`config.mk`:
```
export PLATFORM = sky130hd
export DESIGN_NAME = relative_absolute_time_converter
export DESIGN_NICKNAME = d
export VERILOG_FILES = /design/src/rat_pkg.sv /design/src/rat_ref_table.sv /design/src/rat_r2a.sv /design/src/rat_a2r.sv /design/src/relative_absolute_time_converter.sv
export VERILOG_INCLUDE_DIRS = /design/src /design/src/src
export SDC_FILE = /design/constraint.sdc
export NUM_CORES = 2
export LEC_CHECK = 0
export BUFFER_PORTS_ARGS = -buffer_cell sky130_fd_sc_hd__buf_2
export CAP_MARGIN = 20
export CORE_AREA = 2 2 497 499
export DETAILED_ROUTE_END_ITERATION = 8
export DIE_AREA = 0 0 499 501
export GPL_ROUTABILITY_DRIVEN = 0
export HOLD_SLACK_MARGIN = 0.03
export PLACE_DENSITY = 0.79
export RECOVER_POWER = 25
export SYNTH_ARGS = -nofsm -noshare
export SYNTH_HDL_FRONTEND = slang
export SYNTH_SLANG_ARGS = --single-unit
export TNS_END_PERCENT = 100
```
`constraint.sdc`:
```
create_clock -name i_clk -period 15.9 [get_ports i_clk]
set_input_delay 0.795 -clock i_clk [delete_from_list [all_inputs] [get_ports i_clk]]
set_output_delay 0.795 -clock i_clk [all_outputs]
set_load 0.005 [all_outputs]
```
`src/relative_absolute_time_converter_macros.svh`:
```
// Assertion macros shared by the time converter RTL.
// Expect i_clk and synchronous active-low i_rst_n in the using module.
`ifndef RELATIVE_ABSOLUTE_TIME_CONVERTER_MACROS_SVH
`define RELATIVE_ABSOLUTE_TIME_CONVERTER_MACROS_SVH

// same-cycle implication
`define RAT_CHECK(lbl, ante, cons, msg) \
    lbl: assert property (@(posedge i_clk) disable iff (!i_rst_n) (ante) |-> (cons)) \
        else $error(msg);

// next-cycle implication
`define RAT_CHECK_NEXT(lbl, ante, cons, msg) \
    lbl: assert property (@(posedge i_clk) disable iff (!i_rst_n) (ante) |=> (cons)) \
        else $error(msg);

`endif

```
`src/rat_pkg.sv`:
```
// Package for the relative/absolute time converter.
// Types, opcodes and constants; no dependencies.
`timescale 1ns / 1ps
`default_nettype none

package rat_pkg;

    localparam int CHANNELS = 8;
    localparam int IDX_W    = (CHANNELS > 1) ? $clog2(CHANNELS) : 1;
    localparam int NSTG     = 9;
    localparam int LAST     = NSTG - 1;

    localparam logic [23:0] TICKS     = 24'd10000000;
    localparam logic [24:0] TWO_TICKS = 25'd20000000;
    // floor(2^41 / 78125); quotient estimate is exact or one low
    localparam logic [24:0] RECIP     = 25'd28147497;

    typedef enum logic [1:0] {
        OP_SET = 2'd0,
        OP_R2A = 2'd1,
        OP_A2R = 2'd2,
        OP_NOP = 2'd3
    } t_op;

    typedef struct packed {
        logic [47:0] counter;
        logic [31:0] seconds;
        logic [23:0] fraction;
        logic        format;
    } t_ref;

    typedef struct packed {
        t_op         op;
        logic [2:0]  channel;
        logic [47:0] rel_time;
        logic [31:0] abs_seconds;
        logic [23:0] abs_fraction;
        logic        date_format;
    } t_item;

    typedef struct packed {
        t_op  op;
        logic fmt;
    } t_ctx;

    // per-stage load enable and valid
    typedef struct packed {
        logic [NSTG-1:0] en;
        logic [NSTG-1:0] v;
    } t_pipe;

endpackage

`default_nettype wire

```
`src/rat_ref_table.sv`:
```
// Per-channel time reference registers, cleared by reset.
// Depends on rat_pkg.
`timescale 1ns / 1ps
`default_nettype none

module rat_ref_table (
    input  wire logic                     i_clk,
    input  wire logic                     i_rst_n,
    input  wire logic                     i_we,
    input  wire logic [rat_pkg::IDX_W-1:0] i_idx,
    input  wire rat_pkg::t_ref            i_wr_data,
    output rat_pkg::t_ref                 o_rd_data
);

    rat_pkg::t_ref r_tab [rat_pkg::CHANNELS];

    always_ff @(posedge i_clk) begin
        if (!i_rst_n) begin
            for (int i = 0; i < rat_pkg::CHANNELS; i++) begin
                r_tab[i] <= '0;
            end
        end else if (i_we) begin
            r_tab[i_idx] <= i_wr_data;
        end
    end

    assign o_rd_data = r_tab[i_idx];

endmodule

`default_nettype wire

```
`src/rat_r2a.sv`:
```
// Relative-to-absolute datapath: signed counter difference split by 1e7
// through reciprocal multiply, then added to the reference. Uses rat_pkg.
`timescale 1ns / 1ps
`default_nettype none
`include "relative_absolute_time_converter_macros.svh"

module rat_r2a (
    input  wire logic           i_clk,
    input  wire logic           i_rst_n,
    input  wire rat_pkg::t_pipe i_pipe,
    input  wire logic [47:0]    i_rel_time,
    input  wire rat_pkg::t_ref  i_ref,
    output logic [31:0]         o_seconds,
    output logic [23:0]         o_fraction
);

    logic        r_neg   [1:6];
    logic [31:0] r_rsec  [1:6];
    logic [23:0] r_rfrac [1:6];
    logic [47:0] r_n     [1:4];
    logic [56:0] r_plo;
    logic [33:0] r_phi;
    logic [24:0] r_q3;
    logic [24:0] r_q4;
    logic [47:0] r_qm4;
    logic [24:0] r_q5;
    logic [24:0] r_rem5;
    logic [24:0] r_q6;
    logic [23:0] r_r6;
    logic [31:0] r_sec7;
    logic [25:0] r_frac7;

    logic        n_neg;
    logic [47:0] n_mag;
    logic [56:0] n_plo;
    logic [33:0] n_phi;
    logic [65:0] n_qsum;
    logic [48:0] n_qm;
    logic [47:0] n_rem;
    logic        n_fix;
    logic [24:0] n_rfix;
    logic [31:0] n_sec7;
    logic [25:0] n_frac7;
    logic        f_neg;
    logic        f_ge2;
    logic        f_ge1;
    logic [25:0] f_frac;

    assign n_neg  = i_rel_time < i_ref.counter;
    assign n_mag  = n_neg ? (i_ref.counter - i_rel_time) : (i_rel_time - i_ref.counter);
    assign n_plo  = r_n[1][38:7] * rat_pkg::RECIP;
    assign n_phi  = r_n[1][47:39] * rat_pkg::RECIP;
    assign n_qsum = {9'b0, r_plo} + {r_phi, 32'b0};
    assign n_qm   = r_q3 * rat_pkg::TICKS;
    assign n_rem  = r_n[4] - r_qm4;
    assign n_fix  = r_rem5 >= {1'b0, rat_pkg::TICKS};
    assign n_rfix = r_rem5 - {1'b0, rat_pkg::TICKS};
    assign n_sec7 = r_neg[6] ? (r_rsec[6] - {7'b0, r_q6}) : (r_rsec[6] + {7'b0, r_q6});
    assign n_frac7 = r_neg[6] ? ({2'b0, r_rfrac[6]} - {2'b0, r_r6})
                              : ({2'b0, r_rfrac[6]} + {2'b0, r_r6});

    always_ff @(posedge i_clk) begin
        if (i_pipe.en[1]) begin
            r_neg[1]   <= n_neg;
            r_n[1]     <= n_mag;
            r_rsec[1]  <= i_ref.seconds;
            r_rfrac[1] <= i_ref.fraction;
        end
        for (int k = 2; k <= 6; k++) begin
            if (i_pipe.en[k]) begin
                r_neg[k]   <= r_neg[k-1];
                r_rsec[k]  <= r_rsec[k-1];
                r_rfrac[k] <= r_rfrac[k-1];
            end
        end
        for (int k = 2; k <= 4; k++) begin
            if (i_pipe.en[k]) begin
                r_n[k] <= r_n[k-1];
            end
        end
        if (i_pipe.en[2]) begin
            r_plo <= n_plo;
            r_phi <= n_phi;
        end
        if (i_pipe.en[3]) begin
            r_q3 <= n_qsum[65:41];
        end
        if (i_pipe.en[4]) begin
            r_q4  <= r_q3;
            r_qm4 <= n_qm[47:0];
        end
        if (i_pipe.en[5]) begin
            r_q5   <= r_q4;
            r_rem5 <= n_rem[24:0];
        end
        if (i_pipe.en[6]) begin
            r_q6 <= n_fix ? (r_q5 + 25'd1) : r_q5;
            r_r6 <= n_fix ? n_rfix[23:0] : r_rem5[23:0];
        end
        if (i_pipe.en[7]) begin
            r_sec7  <= n_sec7;
            r_frac7 <= n_frac7;
        end
    end

    // fraction lies in -1e7 .. 3e7-1: one borrow or up to two carries
    assign f_neg = r_frac7[25];
    assign f_ge2 = !f_neg && (r_frac7 >= {1'b0, rat_pkg::TWO_TICKS});
    assign f_ge1 = !f_neg && (r_frac7 >= {2'b0, rat_pkg::TICKS});

    always_comb begin
        if (f_neg) begin
            f_frac    = r_frac7 + {2'b0, rat_pkg::TICKS};
            o_seconds = r_sec7 - 32'd1;
        end else if (f_ge2) begin
            f_frac    = r_frac7 - {1'b0, rat_pkg::TWO_TICKS};
            o_seconds = r_sec7 + 32'd2;
        end else if (f_ge1) begin
            f_frac    = r_frac7 - {2'b0, rat_pkg::TICKS};
            o_seconds = r_sec7 + 32'd1;
        end else begin
            f_frac    = r_frac7;
            o_seconds = r_sec7;
        end
    end

    assign o_fraction = f_frac[23:0];

    `RAT_CHECK(a_rem_bound, i_pipe.v[5], r_rem5 < rat_pkg::TWO_TICKS, "remainder estimate off by more than one")
    `RAT_CHECK(a_rem_fixed, i_pipe.v[6], r_r6 < rat_pkg::TICKS, "corrected remainder out of range")
    `RAT_CHECK(a_frac_norm, i_pipe.v[7], o_fraction < rat_pkg::TICKS, "fraction not normalized")

endmodule

`default_nettype wire

```
`src/rat_a2r.sv`:
```
// Absolute-to-relative datapath: seconds difference times 1e7 plus
// fraction difference plus reference counter, modulo 2^48. Uses rat_pkg.
`timescale 1ns / 1ps
`default_nettype none

module rat_a2r (
    input  wire logic           i_clk,
    input  wire rat_pkg::t_pipe i_pipe,
    input  wire logic [31:0]    i_abs_seconds,
    input  wire logic [23:0]    i_abs_fraction,
    input  wire rat_pkg::t_ref  i_ref,
    output logic [47:0]         o_rel_time
);

    logic [32:0] r_sd1;
    logic [24:0] r_fd1;
    logic [47:0] r_rc  [1:3];
    logic [55:0] r_pp2;
    logic        r_sgn2;
    logic [24:0] r_fd2;
    logic [47:0] r_t3;
    logic [47:0] r_rel [4:7];

    logic [55:0] n_pp2;
    logic [47:0] n_corr;
    logic [47:0] n_t3;

    assign n_pp2  = r_sd1[31:0] * rat_pkg::TICKS;
    // negative seconds difference: subtract 1e7 * 2^32 modulo 2^48
    assign n_corr = r_sgn2 ? {rat_pkg::TICKS[15:0], 32'b0} : 48'b0;
    assign n_t3   = r_pp2[47:0] - n_corr + {{23{r_fd2[24]}}, r_fd2};

    always_ff @(posedge i_clk) begin
        if (i_pipe.en[1]) begin
            r_sd1  <= {1'b0, i_abs_seconds} - {1'b0, i_ref.seconds};
            r_fd1  <= {1'b0, i_abs_fraction} - {1'b0, i_ref.fraction};
            r_rc[1] <= i_ref.counter;
        end
        for (int k = 2; k <= 3; k++) begin
            if (i_pipe.en[k]) begin
                r_rc[k] <= r_rc[k-1];
            end
        end
        if (i_pipe.en[2]) begin
            r_pp2  <= n_pp2;
            r_sgn2 <= r_sd1[32];
            r_fd2  <= r_fd1;
        end
        if (i_pipe.en[3]) begin
            r_t3 <= n_t3;
        end
        if (i_pipe.en[4]) begin
            r_rel[4] <= r_t3 + r_rc[3];
        end
        for (int k = 5; k <= 7; k++) begin
            if (i_pipe.en[k]) begin
                r_rel[k] <= r_rel[k-1];
            end
        end
    end

    assign o_rel_time = r_rel[7];

endmodule

`default_nettype wire

```
`src/relative_absolute_time_converter.sv`:
```
// An accepted item is captured in r_in, then moves stage by stage until o_valid rises.
// Throughput: one item per cycle while o_stall stays low; set by the 9-stage pipeline (reference
// lookup, split multiplies for the divide by 1e7, correction, normalize).
// Stages move independently, so bubbles close up behind a stalled output.
// Reset (synchronous, active low) empties the pipeline and zeroes all
// channel references.
`timescale 1ns / 1ps
`default_nettype none
`include "relative_absolute_time_converter_macros.svh"

module relative_absolute_time_converter (
    input  wire logic        i_clk,
    input  wire logic        i_rst_n,
    input  wire logic        i_valid,
    output logic             o_stall,
    input  wire logic [1:0]  i_opcode,
    input  wire logic [2:0]  i_channel,
    input  wire logic [47:0] i_rel_time,
    input  wire logic [31:0] i_abs_seconds,
    input  wire logic [23:0] i_abs_fraction,
    input  wire logic        i_date_format,
    output logic             o_valid,
    input  wire logic        i_stall,
    output logic [31:0]      o_out_seconds,
    output logic [23:0]      o_out_fraction,
    output logic             o_out_format,
    output logic [47:0]      o_out_rel_time
);

    localparam int LAST = rat_pkg::LAST;

    typedef struct packed {
        rat_pkg::t_op op;
        logic [31:0]  seconds;
        logic [23:0]  fraction;
        logic         format;
        logic [47:0]  rel_time;
    } t_out;

    logic [LAST:0]  r_v;
    logic [LAST:0]  rdy;
    rat_pkg::t_item r_in;
    rat_pkg::t_ctx  r_ctx [1:LAST-1];
    t_out           r_out;
    t_out           n_out;

    rat_pkg::t_op   n_op;
    logic           n_fmt;
    logic           ch_ok;
    logic           wr_en;
    rat_pkg::t_ref  wr_data;
    rat_pkg::t_ref  rd_data;
    rat_pkg::t_pipe pipe;
    logic [31:0]    r2a_sec;
    logic [23:0]    r2a_frac;
    logic [47:0]    a2r_rel;

    always_comb begin
        rdy[LAST] = !r_v[LAST] || !i_stall;
        for (int k = LAST - 1; k >= 0; k--) begin
            rdy[k] = !r_v[k] || rdy[k+1];
        end
    end

    assign o_stall  = !rdy[0];
    assign pipe.en  = rdy;
    assign pipe.v   = r_v;

    always_ff @(posedge i_clk) begin
        if (!i_rst_n) begin
            r_v <= '0;
        end else begin
            if (rdy[0]) begin
                r_v[0] <= i_valid;
            end
            for (int k = 1; k <= LAST; k++) begin
                if (rdy[k]) begin
                    r_v[k] <= r_v[k-1];
                end
            end
        end
    end

    always_ff @(posedge i_clk) begin
        if (rdy[0]) begin
            r_in.op           <= rat_pkg::t_op'(i_opcode);
            r_in.channel      <= i_channel;
            r_in.rel_time     <= i_rel_time;
            r_in.abs_seconds  <= i_abs_seconds;
            r_in.abs_fraction <= i_abs_fraction;
            r_in.date_format  <= i_date_format;
        end
    end

    assign ch_ok = int'(r_in.channel) < rat_pkg::CHANNELS;
    assign n_op  = ch_ok ? r_in.op : rat_pkg::OP_NOP;
    assign wr_en = r_v[0] && rdy[1] && (n_op == rat_pkg::OP_SET);

    assign wr_data.counter  = r_in.rel_time;
    assign wr_data.seconds  = r_in.abs_seconds;
    assign wr_data.fraction = r_in.abs_fraction;
    assign wr_data.format   = r_in.date_format;

    rat_ref_table u_table (
        .i_clk     (i_clk),
        .i_rst_n   (i_rst_n),
        .i_we      (wr_en),
        .i_idx     (r_in.channel[rat_pkg::IDX_W-1:0]),
        .i_wr_data (wr_data),
        .o_rd_data (rd_data)
    );

    always_comb begin
        case (n_op) inside
            rat_pkg::OP_SET:                 n_fmt = r_in.date_format;
            rat_pkg::OP_R2A, rat_pkg::OP_A2R: n_fmt = rd_data.format;
            default:                         n_fmt = 1'b0;
        endcase
    end

    always_ff @(posedge i_clk) begin
        if (rdy[1]) begin
            r_ctx[1].op  <= n_op;
            r_ctx[1].fmt <= n_fmt;
        end
        for (int k = 2; k <= LAST - 1; k++) begin
            if (rdy[k]) begin
                r_ctx[k] <= r_ctx[k-1];
            end
        end
    end

    rat_r2a u_r2a (
        .i_clk      (i_clk),
        .i_rst_n    (i_rst_n),
        .i_pipe     (pipe),
        .i_rel_time (r_in.rel_time),
        .i_ref      (rd_data),
        .o_seconds  (r2a_sec),
        .o_fraction (r2a_frac)
    );

    rat_a2r u_a2r (
        .i_clk          (i_clk),
        .i_pipe         (pipe),
        .i_abs_seconds  (r_in.abs_seconds),
        .i_abs_fraction (r_in.abs_fraction),
        .i_ref          (rd_data),
        .o_rel_time     (a2r_rel)
    );

    always_comb begin
        n_out        = '0;
        n_out.op     = r_ctx[LAST-1].op;
        n_out.format = r_ctx[LAST-1].fmt;
        case (r_ctx[LAST-1].op) inside
            rat_pkg::OP_R2A: begin
                n_out.seconds  = r2a_sec;
                n_out.fraction = r2a_frac;
            end
            rat_pkg::OP_A2R: begin
                n_out.rel_time = a2r_rel;
            end
            default: begin
                n_out.rel_time = '0;
            end
        endcase
    end

    always_ff @(posedge i_clk) begin
        if (rdy[LAST]) begin
            r_out <= n_out;
        end
    end

    assign o_valid        = r_v[LAST];
    assign o_out_seconds  = r_out.seconds;
    assign o_out_fraction = r_out.fraction;
    assign o_out_format   = r_out.format;
    assign o_out_rel_time = r_out.rel_time;

    `RAT_CHECK(a_sec_zero, o_valid && (r_out.op != rat_pkg::OP_R2A), o_out_seconds == '0 && o_out_fraction == '0, "seconds set outside rel-to-abs")
    `RAT_CHECK(a_rel_zero, o_valid && (r_out.op != rat_pkg::OP_A2R), o_out_rel_time == '0, "counter set outside abs-to-rel")
    `RAT_CHECK_NEXT(a_set_moves, wr_en, r_v[1] && (r_ctx[1].op == rat_pkg::OP_SET), "set item lost after table write")

endmodule

`default_nettype wire
```
==> impl_results.md <==
- Remaining routing DRC violations: 2
- Maximum fanout along the worst path: 54
- Bufs and invs on worst path: 3
- WS Path Type: reg -> reg
- Top FF cell, synth: edfxtp_1
- Highest Clock Rate: 115 MHz
- Slew HR: -166%
- Fill cell count: 17900
- IO Count: 221
- Layout cell share with drive strength beyond 1: 8.27%
- Failing checks: DRC, capacitance limit, slew limit
- Top Family by Delay on Critical Path: buffers and inverters
- First-pass GRT wire length: 512000 µm
- Gr usage total: 27.1%
- Mapped Area: 0.134 mm²
- Crit path launch type: flip-flop
- Number of synthesized flops with an enable pin: 2332
- RSZ-0062 raised after global routing: no
- Vias: 84200
- Max-cap viol count: 9
- Area delta synth->final: 9.40%
- DR pass1 iterations: 9
- Asr flop ratio synth: 0%
- Die height: 501 µm
- I/O Buffers: 220
- Aggregate negative setup slack: 0 ns
- Die W: 499 µm
- Pins over their slew limit: 464
- Initial drt markers: 10300
- Effective utilization at floorplan: 54.7%
- Hold Path Class: in -> reg
- HP Start: i_rel_time[21]
- CP peak stage delay: 2.14 ns
- Grt ovf: 0
- Final net count: 12200
- Worst setup skew after layout: 0.0743 ns
- Vias per cell: 6.09
- Total CTS buffers: 230
- Combined area of the multi-input logic cells: 0.0573 mm²
- H-tree depth: 4
- Vias in the first global route: 85400
- Largest net degree at the start of global routing: 138
- Synth cell types: 98
- Reg2reg path depth: 17
- R2r endpoint: u_r2a.r_n[0][91]
- Net Count, Synth: 12000
- Final setup fails: 0
- Data arrival time of the critical path: 9.37 ns
- Sequential cell area: 0.0703 mm²
- Worst Max-Slew Pin Slew: 3.99 ns
- Slowest cell on the critical path: clkbuf_1
- DP HPWL: 242000 µm
- Core Area: 0.245 mm²
- Synthesized flop and latch total: 2344
- Root buf cell: clkbuf_16
- Worst Hold Depth: 1
- Area of the die: 0.250 mm²
- CP Capture Type: flip-flop
- Final worst path period share: 54.9%
- Final WL: 338000 µm
- Post-CTS setup repair buffer count: 0
- Crit path required time: 16.54 ns
- R2R setup slack: 7.17 ns
- Warnings, synthesis: 0
- Fin crit period: 8.73 ns
- Min-Delay Endpoint: r_in[78]
- CP cell instances: clkbuf_1 > buf_4 > mux4_2 > mux2i_1 > inv_1 > ha_1 > o211ai_1 > a21oi_1 > a211oi_1 > o31ai_1 > a21oi_1 > a31oi_1 > a211oi_1 > o21a_1 > o211ai_1 > o41ai_2 > xnor2_1
- Row count: 182
- Initial antenna violation count: 32
- Num Clock Sinks: 2344
- Outcome: complete, but fails checks
- Mean Syn Cell Area: 13.2 µm²
- CTS tree: built
- Post-synthesis sequential area ratio: 52.4%
- Wire per inst: 24.5 µm
- Worst-Skew Late Latency: 0.91 ns
- Final ANT Viol Nets: 0
- Clock Tree Buf Depth: 3
- Post-Synthesis Cells: 10200
- Final Hold Viols: 0
- Reg clk slew, reported paths: 0.06 ns
## routing by layer
| metal | vias to the layer above | GRT usage [%] | part of all wire (%) |
|---|---|---|---|
| met5 | - | 0 | 0.0068 |
| met4 | 4 | 14.0 | 6.0 |
| met3 | 1012 | 6.17 | 11 |
| met2 | 5051 | 41.6 | 45 |
| met1 | 41400 | 36.2 | 38 |
| li1 | 36700 | - | - |
## kinds of logic after synthesis
group	count (synthesis)	share of synthesized area, %
flops	2344	52.4
simple gates	2119	8.40
mux	336	4.48
xor+xnor	503	3.29
fa+ha+maj	1722	19.7
compound gates	1400	6.75
buf+inv	1751	4.94
## how the worst max path moves through the flow
stage | startpoint | to | cells after the start
final | flip-flop | u_r2a.r_n[0][91] | 17
after global routing | flip-flop | u_r2a.r_n[0][62] | 15
after CTS | u_r2a.r_n[0][67] | u_r2a.r_plo[56] | 23
after detailed placement | u_r2a.r_n[0][67] | u_r2a.r_plo[56] | 23
after global placement | u_r2a.r_n[0][59] | u_r2a.r_plo[56] | 24
after floorplan | i_stall | u_table.r_tab[6][0] | 8
## synth_stat cells, types with 78 or more instances
master,n,area (µm²)
o21ai_0,238,1190
nor3_1,402,2010
inv_1,1378,5170
and2_1,512,3200
mux2i_1,119,1190
nand3_1,102,510
fa_1,650,13000
ha_1,1072,13400
nand2_1,253,950
nor2_1,346,1300
edfxtp_1,2332,70000
a21oi_1,439,2200
nor2b_1,78,488
mux4_2,210,4730
xor2_1,157,1380
xnor2_1,346,3030
a21o_1,257,1930
nor4_1,121,757
clkbuf_1,255,957
## worst reg2reg max path: stages (launching register included)
cell      delay, ns
dfxtp_4        0.52
clkbuf_1       2.15
buf_4          0.99
mux4_2         0.51
mux2i_1        0.36
inv_1          0.17
ha_1           0.46
o211ai_1       0.16
a21oi_1        0.33
a211oi_1       0.20
o31ai_1        0.76
a21oi_1        0.27
a31oi_1        0.48
a211oi_1       0.23
o21a_1         0.25
o211ai_1       0.20
o41ai_2        0.13
xnor2_1        0.34
## per-stage QoR
| stage | hold WS, ns | instances | util [%] | setup WS, ns | area [µm²] |
|---|---|---|---|---|---|
| floorplan | 0.400 | 10200 | - | 5.36 | 134000 |
| global placement | 0.403 | 13400 | 56.7 | 8.14 | 139000 |
| detailed placement | 0.405 | 13400 | 56.7 | 8.10 | 139000 |
| CTS | 0.0304 | 13800 | 59.9 | 8.09 | 147000 |
| global route | 0.0513 | 13800 | 59.9 | 7.06 | 147000 |
| finish | 0.0793 | 13800 | 59.9 | 7.17 | 147000 |
## cell type report
cell class,count,area share [%]
repair buffers,320,1.34
diodes,12,0.0205
well taps,3220,2.75
flip-flops and latches,2344,47.9
clock inverters,136,1.09
inverters,1430,3.67
multi-input cells,6080,39.1
clock buffers,283,4.08
## layout by cell type (no fill, tap or decap), types with 52 or more instances in the layout
| master | n |
|---|---|
| and3_1 | 61 |
| a21o_1 | 257 |
| o21ai_0 | 232 |
| o21a_1 | 67 |
| nand2_1 | 247 |
| a21oi_1 | 439 |
| xnor2_1 | 346 |
| nand2b_1 | 70 |
| mux4_2 | 210 |
| buf_2 | 179 |
| clkbuf_16 | 231 |
| nor3_1 | 400 |
| nand3_1 | 102 |
| nand4_1 | 64 |
| inv_1 | 1374 |
| edfxtp_1 | 2332 |
| clkbuf_1 | 99 |
| ha_1 | 1072 |
| and2_1 | 461 |
| nor2_1 | 340 |
| xor2_1 | 157 |
| fa_1 | 650 |
| buf_4 | 61 |
| nor4_1 | 121 |
| and2_0 | 52 |
| nor2b_1 | 77 |
| clkinv_1 | 97 |
| mux2i_1 | 119 |
## timing repair
item,in CTS,in global routing
resized for setup,0,0
endpoints found under the setup margin,0,0
hold endpoints to repair,25,0
hold buffers,25,0
## state kept, by name, indices dropped and copies added (netlist names), 32 cells and up, named ones only
register	cells
o_out_rel_time	48
o_out_seconds	32
r_in	108
u_a2r.r_pp2	41
u_a2r.r_rc	144
u_a2r.r_rel	192
u_a2r.r_sd1	33
u_a2r.r_t3	48
u_r2a.r_n	120
u_r2a.r_phi	34
u_r2a.r_rfrac	144
u_r2a.r_rsec	192
u_r2a.r_sec7	32
u_table.r_tab	840
Power is left out: the tool's default activity adds up to more than one toggle a clock period on the data nets, which glitch-free logic cannot reach.
